<file path="config.mk">
export PLATFORM = sky130hd
export DESIGN_NAME = time_of_day_pixel_tint
export DESIGN_NICKNAME = d
export VERILOG_FILES = /design/src/todpt_pkg.sv /design/src/time_of_day_pixel_tint.sv /design/src/todpt_front.sv /design/src/todpt_fifo.sv /design/src/todpt_div.sv /design/src/todpt_back.sv
export SDC_FILE = /design/constraint.sdc
export NUM_CORES = 2
export LEC_CHECK = 0
export ABC_AREA = 1
export ABC_CLOCK_PERIOD_IN_PS = 14200
export CORE_ASPECT_RATIO = 1.5
export CORE_MARGIN = 4
export CORE_UTILIZATION = 50
export CTS_CLUSTER_DIAMETER = 150
export DETAILED_ROUTE_END_ITERATION = 10
export DONT_BUFFER_PORTS = 1
export MAX_ROUTING_LAYER = met4
export PLACE_DENSITY_LB_ADDON = 0.05
export SLEW_MARGIN = 20
export SYNTH_ARGS = -nofsm -noshare
export SYNTH_HDL_FRONTEND = slang
export SYNTH_SLANG_ARGS = --single-unit
export TNS_END_PERCENT = 5
</file>
<file path="constraint.sdc">
create_clock -name clk -period 14.2 [get_ports clk]
set_input_delay 1.42 -clock clk [delete_from_list [all_inputs] [get_ports clk]]
set_output_delay 1.42 -clock clk [all_outputs]
set_load 0.02 [all_outputs]
</file>
<file path="src/todpt_pkg.sv">
package todpt_pkg;

	localparam int KeyCount = 10;
	localparam int TableLen = 10;
	localparam int KeyLimit = (KeyCount > TableLen) ? TableLen : KeyCount;
	localparam int KeyIdxW  = $clog2(TableLen);

	localparam int NumChan  = 3;
	localparam int HourW    = 13;
	localparam int GainW    = 9;
	localparam int ProdW    = GainW + HourW;
	localparam int NumW     = ProdW + 1;
	localparam int PixW     = 16;

	localparam logic [HourW-1:0] HourMax = 13'd6144;
	localparam logic [GainW-1:0] GainUnity = 9'd256;

	// keyframe hours, Q5.8
	localparam logic [HourW-1:0] KeyHour [TableLen] = '{
		13'd0, 13'd1280, 13'd1664, 13'd1920, 13'd2304,
		13'd4352, 13'd4736, 13'd5120, 13'd5504, 13'd6144
	};

	// keyframe gains, Q1.8, red / green / blue
	localparam logic [GainW-1:0] KeyGain [TableLen][NumChan] = '{
		'{9'd77,  9'd108, 9'd154},
		'{9'd77,  9'd108, 9'd154},
		'{9'd141, 9'd118, 9'd113},
		'{9'd243, 9'd200, 9'd159},
		'{9'd256, 9'd256, 9'd256},
		'{9'd256, 9'd256, 9'd256},
		'{9'd256, 9'd184, 9'd128},
		'{9'd141, 9'd118, 9'd118},
		'{9'd77,  9'd108, 9'd154},
		'{9'd77,  9'd108, 9'd154}
	};

	typedef enum logic [1:0] {
		OP_PIXEL = 2'd0,
		OP_BLEND = 2'd1,
		OP_KEY   = 2'd2,
		OP_UNITY = 2'd3
	} op_t;

	typedef struct packed {
		op_t                op;
		logic [KeyIdxW-1:0] key;
		logic [HourW-1:0]   hour_off;
		logic [PixW-1:0]    pix;
	} entry_t;

	localparam int FifoDepth = 4;
	localparam int FifoPtrW  = $clog2(FifoDepth);
	localparam int FifoCntW  = $clog2(FifoDepth + 1);

	typedef logic [NumW-1:0]  num_arr_t  [NumChan];
	typedef logic [GainW-1:0] gain_arr_t [NumChan];

endpackage

</file>
<file path="src/time_of_day_pixel_tint.sv">
// Channel   Handshake            Payload
// input     push / full          kind, hour_q, pixel_in
// result    empty / pop          pixel_out
// config    cfg_valid/cfg_ready  cfg_data (day_night_enable)
//
// Pixels stream at one transaction per clock while no blend or full result
// slot holds the back end; a pushed pixel passes the queue and lands in
// the result register on pixel_out. A blending time update holds the back
// end while the three-lane serial divider forms the gains; later items queue.
// Reset: gains unity, day-night enabled, queue and result slot empty.
// A four-entry queue decouples push from pop; cfg_ready is always high.
module time_of_day_pixel_tint (
	input  logic        clk,
	input  logic        arst_n,
	// input queue side
	input  logic        push,
	output logic        full,
	input  logic        kind,
	input  logic [15:0] hour_q,
	input  logic [15:0] pixel_in,
	// result queue side
	output logic        empty,
	input  logic        pop,
	output logic [15:0] pixel_out,
	// configuration
	input  logic        cfg_valid,
	output logic        cfg_ready,
	input  logic        cfg_data
);
	import todpt_pkg::*;

	entry_t front_entry;
	entry_t head_entry;
	logic   q_empty;
	logic   q_pop;

	// front: config register, hour clamp, keyframe segment search, op classification
	todpt_front u_front (
		.clk       (clk),
		.arst_n    (arst_n),
		.cfg_valid (cfg_valid),
		.cfg_ready (cfg_ready),
		.cfg_data  (cfg_data),
		.kind      (kind),
		.hour_q    (hour_q),
		.pixel_in  (pixel_in),
		.entry     (front_entry)
	);

	// classified transactions wait here; full backs up the pusher
	todpt_fifo u_fifo (
		.clk    (clk),
		.arst_n (arst_n),
		.push   (push),
		.full   (full),
		.wdata  (front_entry),
		.pop    (q_pop),
		.empty  (q_empty),
		.rdata  (head_entry)
	);

	// back: gain update or pixel tint, result register on the way out
	todpt_back u_back (
		.clk        (clk),
		.arst_n     (arst_n),
		.fifo_empty (q_empty),
		.entry      (head_entry),
		.fifo_pop   (q_pop),
		.empty      (empty),
		.pop        (pop),
		.pixel_out  (pixel_out)
	);

endmodule

</file>
<file path="src/todpt_front.sv">
module todpt_front (
	input  logic                    clk,
	input  logic                    arst_n,
	input  logic                    cfg_valid,
	output logic                    cfg_ready,
	input  logic                    cfg_data,
	input  logic                    kind,
	input  logic [15:0]             hour_q,
	input  logic [15:0]             pixel_in,
	output todpt_pkg::entry_t       entry
);
	import todpt_pkg::*;

	logic               enable_q;
	logic [HourW-1:0]   hu;
	logic               found;
	logic [KeyIdxW-1:0] seg;
	logic [KeyIdxW-1:0] prev;

	assign cfg_ready = 1'b1;

	always_ff @(posedge clk or negedge arst_n) begin
		if (!arst_n) begin
			enable_q <= 1'b1;
		end else if (cfg_valid) begin
			enable_q <= cfg_data;
		end
	end

	// clamp to 0..24 h
	always_comb begin
		if (hour_q[15]) begin
			hu = '0;
		end else if (hour_q[14:0] > 15'(HourMax)) begin
			hu = HourMax;
		end else begin
			hu = hour_q[HourW-1:0];
		end
	end

	// first key at or above the hour; lowest index wins
	always_comb begin
		found = 1'b0;
		seg   = KeyIdxW'(KeyLimit - 1);
		for (int i = KeyLimit - 1; i >= 1; i--) begin
			if (hu <= KeyHour[i]) begin
				found = 1'b1;
				seg   = KeyIdxW'(i);
			end
		end
	end

	assign prev = seg - KeyIdxW'(1);

	always_comb begin
		entry.pix      = pixel_in;
		entry.key      = seg;
		entry.hour_off = (hu > KeyHour[prev]) ? hu - KeyHour[prev] : '0;
		if (kind) begin
			entry.op = OP_PIXEL;
		end else if (!enable_q) begin
			entry.op = OP_UNITY;
		end else if (!found) begin
			entry.op = OP_KEY;
		end else if (KeyHour[seg] == KeyHour[prev]) begin
			entry.op  = OP_KEY;
			entry.key = prev;
		end else begin
			entry.op = OP_BLEND;
		end
	end

endmodule

</file>
<file path="src/todpt_fifo.sv">
module todpt_fifo (
	input  logic              clk,
	input  logic              arst_n,
	input  logic              push,
	output logic              full,
	input  todpt_pkg::entry_t wdata,
	input  logic              pop,
	output logic              empty,
	output todpt_pkg::entry_t rdata
);
	import todpt_pkg::*;

	entry_t              mem_q [FifoDepth];
	logic [FifoPtrW-1:0] wr_q;
	logic [FifoPtrW-1:0] rd_q;
	logic [FifoCntW-1:0] count_q;
	logic                do_push;
	logic                do_pop;

	assign full    = (count_q == FifoCntW'(FifoDepth));
	assign empty   = (count_q == '0);
	assign do_push = push && !full;
	assign do_pop  = pop && !empty;
	assign rdata   = mem_q[rd_q];

	always_ff @(posedge clk) begin
		if (do_push) begin
			mem_q[wr_q] <= wdata;
		end
	end

	always_ff @(posedge clk or negedge arst_n) begin
		if (!arst_n) begin
			wr_q    <= '0;
			rd_q    <= '0;
			count_q <= '0;
		end else begin
			if (do_push) begin
				wr_q <= wr_q + FifoPtrW'(1);
			end
			if (do_pop) begin
				rd_q <= rd_q + FifoPtrW'(1);
			end
			unique case ({do_push, do_pop})
				2'b10:   count_q <= count_q + FifoCntW'(1);
				2'b01:   count_q <= count_q - FifoCntW'(1);
				default: count_q <= count_q;
			endcase
		end
	end

`ifndef SYNTH
	a_count_bound: assert property (@(posedge clk) disable iff (!arst_n)
		count_q <= FifoCntW'(FifoDepth))
		else $error("fifo count past depth");

	a_count_inc: assert property (@(posedge clk) disable iff (!arst_n)
		(do_push && !do_pop) |=> (count_q == $past(count_q) + FifoCntW'(1)))
		else $error("fifo count missed a write");
`endif

endmodule

</file>
<file path="src/todpt_div.sv">
module todpt_div (
	input  logic                      clk,
	input  logic                      arst_n,
	input  logic                      start,
	input  todpt_pkg::num_arr_t       num,
	input  logic [todpt_pkg::HourW-1:0] den,
	output logic                      busy,
	output todpt_pkg::gain_arr_t      quo
);
	import todpt_pkg::*;

	localparam int CntW = $clog2(NumW + 1);

	logic [NumW-1:0]  nq_q  [NumChan];
	logic [HourW-1:0] rem_q [NumChan];
	logic [HourW-1:0] den_q;
	logic [CntW-1:0]  cnt_q;
	logic [HourW:0]   sh    [NumChan];
	logic             ge    [NumChan];

	assign busy = (cnt_q != '0);

	// one restoring step per cycle, three lanes sharing the count
	always_comb begin
		for (int c = 0; c < NumChan; c++) begin
			sh[c]  = {rem_q[c], nq_q[c][NumW-1]};
			ge[c]  = (sh[c] >= {1'b0, den_q});
			quo[c] = nq_q[c][GainW-1:0];
		end
	end

	always_ff @(posedge clk) begin
		if (start) begin
			den_q <= den;
			for (int c = 0; c < NumChan; c++) begin
				nq_q[c]  <= num[c];
				rem_q[c] <= '0;
			end
		end else if (busy) begin
			for (int c = 0; c < NumChan; c++) begin
				nq_q[c]  <= {nq_q[c][NumW-2:0], ge[c]};
				rem_q[c] <= ge[c] ? HourW'(sh[c] - {1'b0, den_q}) : sh[c][HourW-1:0];
			end
		end
	end

	always_ff @(posedge clk or negedge arst_n) begin
		if (!arst_n) begin
			cnt_q <= '0;
		end else if (start) begin
			cnt_q <= CntW'(NumW);
		end else if (busy) begin
			cnt_q <= cnt_q - CntW'(1);
		end
	end

endmodule

</file>
<file path="src/todpt_back.sv">
module todpt_back (
	input  logic                 clk,
	input  logic                 arst_n,
	input  logic                 fifo_empty,
	input  todpt_pkg::entry_t    entry,
	output logic                 fifo_pop,
	output logic                 empty,
	input  logic                 pop,
	output logic [15:0]          pixel_out
);
	import todpt_pkg::*;

	typedef enum logic [3:0] {
		ST_RUN = 4'b0001,
		ST_MUL = 4'b0010,
		ST_SUM = 4'b0100,
		ST_DIV = 4'b1000
	} back_state_t;

	back_state_t        state_q;
	logic [GainW-1:0]   gain_q [NumChan];
	logic [KeyIdxW-1:0] seg_q;
	logic [KeyIdxW-1:0] prev;
	logic [HourW-1:0]   dist_q;
	logic [HourW-1:0]   span;
	logic [ProdW-1:0]   prod_a_q [NumChan];
	logic [ProdW-1:0]   prod_c_q [NumChan];
	num_arr_t           num;
	gain_arr_t          quo;
	logic               div_start;
	logic               div_busy;
	logic               out_valid_q;
	logic [PixW-1:0]    out_q;
	logic               slot_free;
	logic               take_pix;
	logic [13:0]        prod_r;
	logic [14:0]        prod_g;
	logic [13:0]        prod_b;
	logic [4:0]         ch_r;
	logic [5:0]         ch_g;
	logic [4:0]         ch_b;

	assign empty     = !out_valid_q;
	assign pixel_out = out_q;
	assign slot_free = !out_valid_q || pop;
	assign fifo_pop  = (state_q == ST_RUN) && !fifo_empty
		&& ((entry.op != OP_PIXEL) || slot_free);
	assign take_pix  = fifo_pop && (entry.op == OP_PIXEL);

	// pixel scaling, floor then saturate
	always_comb begin
		prod_r = 14'(entry.pix[15:11]) * 14'(gain_q[0]);
		prod_g = 15'(entry.pix[10:5])  * 15'(gain_q[1]);
		prod_b = 14'(entry.pix[4:0])   * 14'(gain_q[2]);
		ch_r   = (prod_r[13:8] > 6'd31) ? 5'd31 : prod_r[12:8];
		ch_g   = (prod_g[14:8] > 7'd63) ? 6'd63 : prod_g[13:8];
		ch_b   = (prod_b[13:8] > 6'd31) ? 5'd31 : prod_b[12:8];
	end

	assign prev = seg_q - KeyIdxW'(1);
	assign span = KeyHour[seg_q] - KeyHour[prev];

	always_comb begin
		for (int c = 0; c < NumChan; c++) begin
			num[c] = NumW'(prod_a_q[c]) + NumW'(prod_c_q[c]) + NumW'(span >> 1);
		end
	end

	assign div_start = (state_q == ST_SUM);

	todpt_div u_div (
		.clk    (clk),
		.arst_n (arst_n),
		.start  (div_start),
		.num    (num),
		.den    (span),
		.busy   (div_busy),
		.quo    (quo)
	);

	always_ff @(posedge clk) begin
		if (take_pix) begin
			out_q <= {ch_r, ch_g, ch_b};
		end
		if (fifo_pop) begin
			seg_q  <= entry.key;
			dist_q <= entry.hour_off;
		end
		if (state_q == ST_MUL) begin
			for (int c = 0; c < NumChan; c++) begin
				prod_a_q[c] <= ProdW'(KeyGain[prev][c]) * ProdW'(span - dist_q);
				prod_c_q[c] <= ProdW'(KeyGain[seg_q][c]) * ProdW'(dist_q);
			end
		end
	end

	always_ff @(posedge clk or negedge arst_n) begin
		if (!arst_n) begin
			state_q     <= ST_RUN;
			out_valid_q <= 1'b0;
			for (int c = 0; c < NumChan; c++) begin
				gain_q[c] <= GainUnity;
			end
		end else begin
			if (take_pix) begin
				out_valid_q <= 1'b1;
			end else if (pop) begin
				out_valid_q <= 1'b0;
			end
			unique case (state_q)
				ST_RUN: begin
					if (fifo_pop) begin
						unique case (entry.op)
							OP_BLEND: state_q <= ST_MUL;
							OP_KEY: begin
								for (int c = 0; c < NumChan; c++) begin
									gain_q[c] <= KeyGain[entry.key][c];
								end
							end
							OP_UNITY: begin
								for (int c = 0; c < NumChan; c++) begin
									gain_q[c] <= GainUnity;
								end
							end
							default: state_q <= ST_RUN;
						endcase
					end
				end
				ST_MUL: state_q <= ST_SUM;
				ST_SUM: state_q <= ST_DIV;
				ST_DIV: begin
					if (!div_busy) begin
						gain_q  <= quo;
						state_q <= ST_RUN;
					end
				end
				default: state_q <= ST_RUN;
			endcase
		end
	end

`ifndef SYNTH
	a_div_idle_in_run: assert property (@(posedge clk) disable iff (!arst_n)
		(state_q == ST_RUN) |-> !div_busy)
		else $error("divider running while back end streams pixels");

	a_gain_bound: assert property (@(posedge clk) disable iff (!arst_n)
		(gain_q[0] <= GainUnity) && (gain_q[1] <= GainUnity) && (gain_q[2] <= GainUnity))
		else $error("gain above unity");
`endif

endmodule
</file>
==> impl_metrics.py <==
metrics = {
    "drt": {
        "drt_iter0_drc": 1837,
        "drc": 0,
        "ant_nets": 0,
        "routed_wl_um": 128000,
        "avgRoutedWirePerCell_um": 19.8,
        "viasPerCell": 5.21,
        "firstDrtPassIters": 7,
        "dr_total_vias": 33717,
    },
    "synth": {
        "ys_top_cells_by_area": "edfxtp_1 26%, fa_1 24%, ha_1 13%",
        "synth_cell_type_count": 68,
        "synth_seq_cells": 462,
        "netlist_area_sq_mm": 0.0480,
        "ys.flop_type": "edfxtp_1",
        "avgSynthCellArea_sq_um": 9.27,
        "synth_nets": 6285,
        "post-synth-top-area-cell": "edfxtp_1",
        "async_reset_ff_frac": 0.0974,
        "ys_warn_count": 0,
        "synth_top_cells_by_count": "1103 x inv_1, 865 x nand2_1, 579 x fa_1",
        "synth_seq_area_share": 0.285,
        "synth-edff-count": 417,
        "synth_cells": 5175,
        "yosysMostFrequentCell": "inv_1",
        "synth_top_area_frac": 0.261,
    },
    "worst_setup_path": {
        "critPathArrivalTime_ns": 10.70,
        "r2r-start": "u_back.seg_q[0]",
        "critPathKind": "flop to flop",
        "endpoint_kind": "flop",
        "worst-path-buf-inv": 10,
        "reg2reg_to": "u_back.prod_a_q[0][65]",
        "cp_common_cell": "inv_1",
        "required_ns": 14.56,
        "crit_family": "adder cells",
        "cp_slowest_cell": "nor2_1",
        "r2r_cells": 42,
        "critical-path-max-stage-delay_ns": 0.82,
        "cp_max_fo": 15,
        "start_kind": "flop",
        "rrSetupSlack_ns": 3.87,
    },
    "cts": {
        "hold_buffers": 0,
        "clock_path_buffers": 3,
        "clock_sinks": 462,
        "cts_tree": "built",
        "clock_latency_ns": 0.65,
        "path_clk_slew_ns": 0.07,
        "htreeDepth": 2,
        "cts_buffers": 51,
        "cts-resized-gates": 0,
        "cts_root_buffer": "clkbuf_16",
        "post_cts_buffers": 0,
    },
    "layout": {
        "drive_gt1_frac": 0.0440,
        "fin_nets": 6274,
        "diodes": 0,
        "area_growth_pct": 6.90,
        "nFillCells": 8735,
    },
    "floorplan": {
        "die_x_um": 261,
        "die_area_sq_mm": 0.101,
        "start_util": 0.506,
        "ios": 58,
        "rows": 138,
        "die_h_um": 387,
        "core_sq_mm": 0.0948,
    },
    "global_routing": {
        "grt_max_degree": 72,
        "gr-usage-met2": 0.485,
        "overflow": 0,
        "use_met1": 0.290,
        "grt_usage": 0.267,
        "grt_util_met3": 0.0223,
        "grt_pass1_vias": 35465,
        "grt_pass1_wl_um": 200000,
        "busiest_layer": "met2",
        "antenna_found_initial": 1,
    },
    "sta": {
        "rsz0062_at_grt": "false",
        "fin_tns_setup_ns": 0,
        "slew_viol_final": 0,
        "slew_headroom": 0.262,
        "timing_hold_violations_final": 0,
        "period_share": 0.728,
        "worst_pin_slew_ns": 1.10,
        "setup_violations": 0,
        "hold_slack_ns": 0.469,
        "period_minus_slack_ns": 10.33,
        "fin_skew_ns": 0.0484,
        "fmax_mhz": 96.8,
    },
    "run": {
        "maxCapViolCount": 0,
    },
    "place": {
        "gp_congestion": 0.951,
        "numPortBuffers": 0,
        "dp_hpwl_um": 106000,
    },
    "min_path": {
        "hold_class": "input port to asynchronous set/reset pin",
    },
    "status": {
        "status": "complete, no violations",
    },
}
per-stage QoR:
stage | cell area [sq um] | instances | setup WS [ns] | util
global placement | 49400 | 6371 | 4.09 | 0.522
finish | 51300 | 6466 | 3.87 | 0.541
global route | 51300 | 6466 | 3.07 | 0.541
CTS | 51300 | 6466 | 3.83 | 0.541
detailed placement | 49400 | 6371 | 3.94 | 0.522
floorplan | 48000 | 5175 | 5.81 | -
worst reg2reg max path, delay by kind of cell, from the launching register on:
family	cells	cell delay [ns]
adders and majority gates	9	3.24
xor gates and xnor gates	4	1.07
DFF	1	0.50
and+or+nand+nor	13	3.07
buffers and inverters	10	1.30
AOI/OAI and AO/OA	6	0.87
how the worst max path moves through the flow:
stage                    start                      to  slack, ns  cells past startpoint
3_3_place_gp   u_back.seg_q[0]  u_back.prod_a_q[0][65]       4.09                     39
6_report       u_back.seg_q[0]  u_back.prod_a_q[0][65]       3.87                     42
4_1_cts        u_back.seg_q[0]  u_back.prod_a_q[0][65]       3.83                     39
5_1_grt        u_back.seg_q[0]  u_back.prod_a_q[0][65]       3.07                     39
2_1_floorplan  u_back.seg_q[0]  u_back.prod_a_q[0][21]       5.81                     38
3_5_place_dp   u_back.seg_q[0]  u_back.prod_a_q[0][65]       3.94                     39
cell type report:
| cell class | instances | area (sq um) | share of cell area |
|---|---|---|---|
| timing repair buffer | 33 | 248 | 0.00483 |
| tap | 1260 | 1580 | 0.0307 |
| multi-input combinational | 3482 | 29700 | 0.579 |
| clock inverter | 43 | 567 | 0.0110 |
| sequential | 462 | 13700 | 0.266 |
| clock buffer | 52 | 1280 | 0.0250 |
| inverter | 1134 | 4270 | 0.0832 |
routing by layer:
metal	routed length, um	up-vias
met5	0	-
met4	8250	0
met3	4350	244
met2	68600	687
met1	46600	16527
li1	-	16259
state kept, by name, indices dropped and copies added, names as in the netlist, 5 cells and up:
register            cells
u_back.dist_q          13
u_back.u_div.den_q      6
u_back.prod_c_q        65
u_back.prod_a_q        65
u_back.pixel_out       16
u_back.u_div.nq_q      69
u_back.gain_q          27
u_back.u_div.rem_q     39
u_back.u_div.cnt_q      5
u_fifo.mem_q          140
cell families (layout without fill, tap and decap cells):
kind of cell    count (synthesis)  after routing  share of synthesized area
flops                         462            462                      0.285
fa+ha+maj                    1071           1071                      0.370
other cells                     1              1                  0.0000781
xor+xnor                      238            238                     0.0436
simple gates                 1557           1557                      0.133
compound gates                615            615                     0.0716
buf+inv                      1231           1262                     0.0977
layout by cell type, fill, tap and decap left out, types with 33 or more instances in the layout:
master,instances
nand2_1,865
edfxtp_1,417
ha_1,492
inv_1,1102
nand3_1,102
nor2_1,452
clkbuf_16,51
xor2_1,138
dfrtp_1,39
xnor2_1,99
o21ai_0,210
fa_1,579
a21oi_1,243
buf_4,33
Power is left out: the tool's default activity adds up to more than one toggle a clock period on the data nets, which glitch-free logic cannot reach.
